==> src/rtl/swm_pkg.sv <==
// Shared types and constants for the sliding window median filter.
// No dependencies; imported by swm_cell and sliding_window_median.
`default_nettype none

package swm_pkg;

  // Width of the window length configuration input.
  localparam int unsigned CFG_W = 7;

  // Move flags that one cell hands to its neighbors.
  typedef struct packed {
    logic to_left;
    logic to_right;
  } swm_move_t;

  // Per-cell status seen by the top level.
  typedef struct packed {
    logic is_del;
    logic is_rank;
  } swm_stat_t;

endpackage

`default_nettype wire

==> src/rtl/swm_cell.sv <==
// One cell of the sorted window: holds one sample and its age.
// Depends on swm_pkg for the move and status structs.
`default_nettype none

module swm_cell #(
  parameter int unsigned SAMPLE_BITS = 32,
  parameter int unsigned AGE_W       = 6,
  parameter int unsigned CNT_W       = 7,
  parameter int unsigned IDX         = 0
) (
  input  logic                          clk_i,
  input  logic                          en_i,
  input  logic                          full_i,
  input  logic [CNT_W-1:0]              fill_i,
  input  logic [AGE_W-1:0]              old_age_i,
  input  logic [AGE_W-1:0]              rank_i,
  input  logic signed [SAMPLE_BITS-1:0] sample_i,
  input  logic signed [SAMPLE_BITS-1:0] old_val_i,
  input  swm_pkg::swm_move_t            left_move_i,
  input  logic [SAMPLE_BITS-1:0]        left_val_i,
  input  logic [AGE_W-1:0]              left_age_i,
  input  swm_pkg::swm_move_t            right_move_i,
  input  logic [SAMPLE_BITS-1:0]        right_val_i,
  input  logic [AGE_W-1:0]              right_age_i,
  output swm_pkg::swm_move_t            move_o,
  output logic [SAMPLE_BITS-1:0]        val_o,
  output logic [AGE_W-1:0]              age_o,
  output swm_pkg::swm_stat_t            stat_o,
  output logic [SAMPLE_BITS-1:0]        del_val_o,
  output logic [SAMPLE_BITS-1:0]        rank_val_o
);
  import swm_pkg::*;

  logic signed [SAMPLE_BITS-1:0] val_q, val_d;
  logic [AGE_W-1:0]              age_q, age_d;
  logic                          occ, is_del, keep, gt_new, right_of_del, stay;

  always_comb begin
    occ          = CNT_W'(IDX) < fill_i;
    is_del       = full_i && occ && (age_q == old_age_i);
    keep         = occ && !is_del;
    gt_new       = val_q > sample_i;
    // Equal values left of the oldest entry would be older still, so >= suffices.
    right_of_del = full_i && (val_q >= old_val_i);
    stay         = keep && (right_of_del == gt_new);
  end

  assign move_o.to_left  = keep && right_of_del && !gt_new;
  assign move_o.to_right = keep && gt_new && !right_of_del;

  always_comb begin
    if (right_move_i.to_left) begin
      val_d = right_val_i;
      age_d = right_age_i + AGE_W'(1);
    end else if (left_move_i.to_right) begin
      val_d = left_val_i;
      age_d = left_age_i + AGE_W'(1);
    end else if (stay) begin
      val_d = val_q;
      age_d = age_q + AGE_W'(1);
    end else begin
      // The one free slot in the live range takes the new sample.
      val_d = sample_i;
      age_d = '0;
    end
  end

  always_ff @(posedge clk_i) begin
    if (en_i) begin
      val_q <= val_d;
      age_q <= age_d;
    end
  end

  assign val_o          = val_q;
  assign age_o          = age_q;
  assign stat_o.is_del  = is_del;
  assign stat_o.is_rank = (AGE_W'(IDX) == rank_i);
  assign del_val_o      = is_del ? val_q : '0;
  assign rank_val_o     = stat_o.is_rank ? val_q : '0;

endmodule

`default_nettype wire

==> config.mk <==
export PLATFORM = sky130hd
export DESIGN_NAME = swm_cell
export DESIGN_NICKNAME = d
export VERILOG_FILES = /design/src/rtl/swm_pkg.sv /design/src/rtl/swm_cell.sv
export SDC_FILE = /design/constraint.sdc
export NUM_CORES = 1
export LEC_CHECK = 0
export ABC_AREA = 1
export BUFFER_PORTS_ARGS = -buffer_cell sky130_fd_sc_hd__buf_2
export CAP_MARGIN = 20
export CORE_ASPECT_RATIO = 2
export CORE_UTILIZATION = 39
export CTS_BUF_LIST = sky130_fd_sc_hd__clkbuf_4
export DETAILED_ROUTE_END_ITERATION = 6
export PLACE_DENSITY = 0.74
export SLEW_MARGIN = 10
export SYNTH_ARGS = -nofsm -noshare
export SYNTH_HDL_FRONTEND = slang
export SYNTH_SLANG_ARGS = --single-unit
==> constraint.sdc <==
create_clock -name clk_i -period 8.07 [get_ports clk_i]
set_input_delay 0.4035 -clock clk_i [delete_from_list [all_inputs] [get_ports clk_i]]
set_output_delay 0.4035 -clock clk_i [all_outputs]
set_load 0.05 [all_outputs]
Word-level counts from Yosys, hierarchy flattened
Index checks and enable logic that the tools add are counted.
{ "totals": {"ff_bits": 38, "in_bits": 166, "out_inout_bits": 106, "wordCells": 33} }
{ "op_classes": {"add_sub_neg": 3, "magnitude_cmp": 3, "eq_ne": 3, "n_mux": 8, "reduce_logical": 14} }
{ "ops": {"columns": ["operator", "n"], "rows": [
  ["2-to-1 mux 32 bit", 5],
  [">= comparator 32 bit", 1],
  ["greater-than comparator 32 bit", 1],
  ["adder 6 x 1 -> 6 bit, second input constant", 3],
  ["2-to-1 mux 6 bit", 3],
  ["logical AND 1 bit", 9],
  ["< comparator 1 x 7 -> 1 bit, first input constant", 1],
  ["== test 6 bit", 1],
  ["logical NOT 6 bit", 1],
  ["logical NOT 1 bit", 3],
  ["inequality test 3 bit, second input constant", 1],
  ["AND reduction 2 bit", 1],
  ["== test 1 bit", 1]
]} }

Longest topological paths before layout
{ "logic_depth": {"depth_word": 9, "ltp_mapped": 20, "ltp_nobuf": 20} }

Worst setup path after synthesis
Ideal clock, no wire load.
{ "synth_timing": {"path_type": "register to register", "startpoint": "register val_q[31] (netlist: val_o[31])", "endpoint": "register val_q[0] (netlist: val_o[0]) (enable)", "setup_ns": 0.387, "arrival_ns": 2.656, "setup_slack_ns": 5.027, "stages_incl_launch_ff": 14, "path_buffers": 0, "synth_period_minus_slack_ns": 3.043, "path_cell_list": "edfxtp_1 > ha_1 > nand2_1 > nor2_2 > nand2_2 > nor4_4 > nand2_1 > nand2_1 > nand2_1 > nand3_2 > nand3_2 > nand3_1 > o21ai_1 > inv_1"} }
{ "synth_via": {"elab_chain_len": 6, "elab_cells_between_ends": 7, "classes_between": "2 x order compare; 2 x eq/ne; 3 x reduce/logical"} }
{ "synth_lines": {"columns": ["item", "line", "text"], "rows": [
  ["start: declaration", "swm_cell.sv:34", "logic signed [SAMPLE_BITS-1:0] val_q, val_d;"],
  ["start signal: assignment", "swm_cell.sv:70", "val_q <= val_d;"],
  [">= comparator 32 bit", "swm_cell.sv:44", "right_of_del = full_i && (val_q >= old_val_i);"],
  ["logical AND 1 bit", "swm_cell.sv:44", null],
  ["== test 1 bit (*)", "swm_cell.sv:45", "stay = keep && (right_of_del == gt_new);"],
  ["logical AND 1 bit (*)", "swm_cell.sv:45", null],
  ["inequality test 3 bit (no line) (*)", null, null],
  ["AND reduction 2 bit (no line) (*)", null, null]
]} }
Mark *: on every way between the ends. The rest lies on a longest branch, timed or not.
A chain may end at the register's enable or synchronous reset.

Worst setup path after layout
{ "layout_timing": {"startpoint": "register val_q[15] (netlist: val_o[15])", "endpoint": "register val_q[8] (netlist: val_o[8]) (enable)"} }
The elaborated chain is that of the path after synthesis.

==> out/metrics.cfg <==
[run_status]
status=finished clean

[grt]
grt_first_pass_wirelength_microns=23300
grt_start_max_net_pins=42
grtUsageTotal_pct=24.9
grt_pass1_vias=4928
antenna_found_initial=1
gr-total-overflow=0

[power]
leakage_nw=3.67
vdd_ir_drop_max_mv=0.0963
powerDensity_mw_per_mm2=116

[yosys]
synthesis.area_sq_mm=0.00453
synth_seq_cells=38
synth_nets=920
synth_cell_types=32
syn_inst=687
yosysWarningCount=0
yosysSeqAreaShare_pct=25.2
avgSynthCellArea_sq_um=6.59

[drt]
drc=0
wire_per_inst_microns=13.9
wirelength_microns=15100
drtIter0Drc=141
drt_pass1_iterations=4
ant_nets=0
via_per_inst=4.88
vias=5299

[sta]
drv_slew=0
min_period_ps=3230
rsz0062_at_grt=false
hold_violations=0
fin_crit_sh_pct=40.0
slew_headroom_pct=27.6
fmax_mhz=310
setup-tns-final_ps=0
fin_skew_ps=13.9
worst_pin_slew_ps=1080
setup_viol=0

[critical_path]
critPathBufInv=2
cp_data_required_time_ps=8110
startpoint_type=flop
path_class=reg -> reg
worstPathMaxFanout=20
worstPathArrival_ps=3260
cp-end-kind=flop
cpLargestDelayFamily=simple AND/OR/NAND/NOR gates
rrSetupSlack_ps=4840
worst_path_largest_cell_delay_ps=480
path_cells=ha_1 -> nand2_1 -> nor2_1 -> nand2_1 -> nor2_1 -> nand2_1 -> nand3_1 -> nand2_1 -> nand2_1 -> nand2_1 -> nand3_2 -> nand3_2 -> nand3_1 -> o21ai_1 -> inv_1 -> buf_4
critPathMostFrequentCell=nand2_1
cpMaxStageDelayCell=edfxtp_1

[floorplanning]
std_cell_rows=55
die_x_microns=78.2
die_h_microns=154
die_area_sq_mm=0.0121
core_sq_mm=0.0113
start_util_pct=40.1
top_level_ports=272

[hold_path]
hold_class=in -> reg

[placed_design]
dpl.hpwl_microns=12100
io_buffers=269
place_area_sq_mm=0.00598
finalWeightedCongestion=0.827

[clocking]
cts_tree=done
worstSkewPairLatency_ps=360
cts_hold_buf=0
cts.sinks=38
path_clk_slew_ps=130
htree_levels=2
cts_buffer_depth=2
root_buffer=clkbuf_4
postCtsSetupRepairBufs=0
cts_resized=0
cts_buffers=5

[cells_and_area]
multiInputGateArea_sq_mm=0.00279
drive_gt1_share_pct=31.0
fill_cells=1184
final_nets=1176
finalCoreUtilization_pct=53.4
ff_latch_area_sq_mm=0.00114
area_delta_synth_final_pct=33.1
stdcell_area_sq_mm=0.00602

[run]
drv_cap=0

-- report_power, final --
part / internal, mW / switching, mW
combinational: 0.115 / 0.224
sequential: 0.242 / 0.0215
clock: 0.0299 / 0.0673
total: 0.386 / 0.313
-- layout by cell type, fill, tap and decap left out, types with 9 or more instances in the layout --
cell	synthesis	routed
a21oi_1	103	103
buf_2	3	269
edfxtp_1	38	38
ha_1	67	67
inv_1	132	132
nand2_1	118	118
nand3_1	14	14
nand4_1	10	10
nor2_1	135	135
o21ai_0	9	9
-- cells by family after synthesis --
kind of cell               share of synthesized area (%)
AOI/OAI and AO/OA                                   14.6
DFF                                                 25.2
xor gates and xnor gates                            1.16
adders and majority gates                           18.5
and+or+nand+nor                                     27.3
buffers and inverters                               13.2
-- registers in the layout, summed over array words and instances, names as in the netlist --
name / flops
age_o: 6
val_o: 32
-- through the flow --
stage          std cells  setup slack (ps)  hold WS (ps)  total power, mW
4_1_cts             1084              4780           336            0.710
2_1_floorplan        687              5030           516            0.494
6_report            1085              4840           370            0.699
3_5_place_dp        1078              4760           730            0.608
3_3_place_gp        1078              4810           725            0.603
5_1_grt             1085              4540           350            0.753
-- cell type report --
| class | instances | share of cell area [%] |
|---|---|---|
| multi-input cells | 492 | 46.3 |
| inverters | 134 | 8.35 |
| clock buffers | 5 | 0.623 |
| flip-flops and latches | 38 | 18.9 |
| clock inverters | 1 | 0.0623 |
| well taps | 142 | 2.95 |
| repair buffers | 272 | 22.7 |
| diodes | 1 | 0.0416 |
-- worst reg2reg max path: cells and delay by family, from the launching register on --
kind,cells,cell delay [ps]
AO/OA/AOI/OAI,1,60
buffers and inverters,2,830
adder cells (fa/ha/maj),1,330
flip-flops,1,480
AND/OR/NAND/NOR,12,1200
-- final timing paths --
| kind | end | startpoint | cells past startpoint |
|---|---|---|---|
| worst min register to register | age_o[0] | age_o[0] | 3 |
| worst min-delay path | val_o[14] | right_val_i[14] | 3 |
| worst max register to register | val_o[8] | val_o[15] | 16 |
| worst max-delay path | val_o[8] | val_o[15] | 16 |
-- layer usage --
metal  part of all wire (%)  wire, microns  up-vias  GRT usage [%]
li1                       -              -     2714              -
met4                    1.4            212        0           6.53
met1                     36           5420     2386           25.2
met3                    5.1            771       13           2.77
met5                      0              0        -              0
met2                     58           8680      186           51.2
-- synthesized netlist by cell type (all sizes together) --
cell type	number	area [sq um]
a21o	2	15.0
a21oi	104	524
a221oi	2	17.5
and3	1	6.26
buf	4	22.5
clkbuf	19	71.3
clkinv	1	3.75
edfxtp	38	1140
ha	67	838
inv	133	499
nand2	122	478
nand3	17	100
nand4	10	62.6
nor2	138	526
nor3	3	20.0
nor4	2	42.5
o211ai	1	7.51
o21a	3	22.5
o21ai	11	55.1
o21bai	1	7.51
o22ai	2	12.5
xnor2	2	17.5
xor2	4	35.0
(Power assumes the default switching activity.)
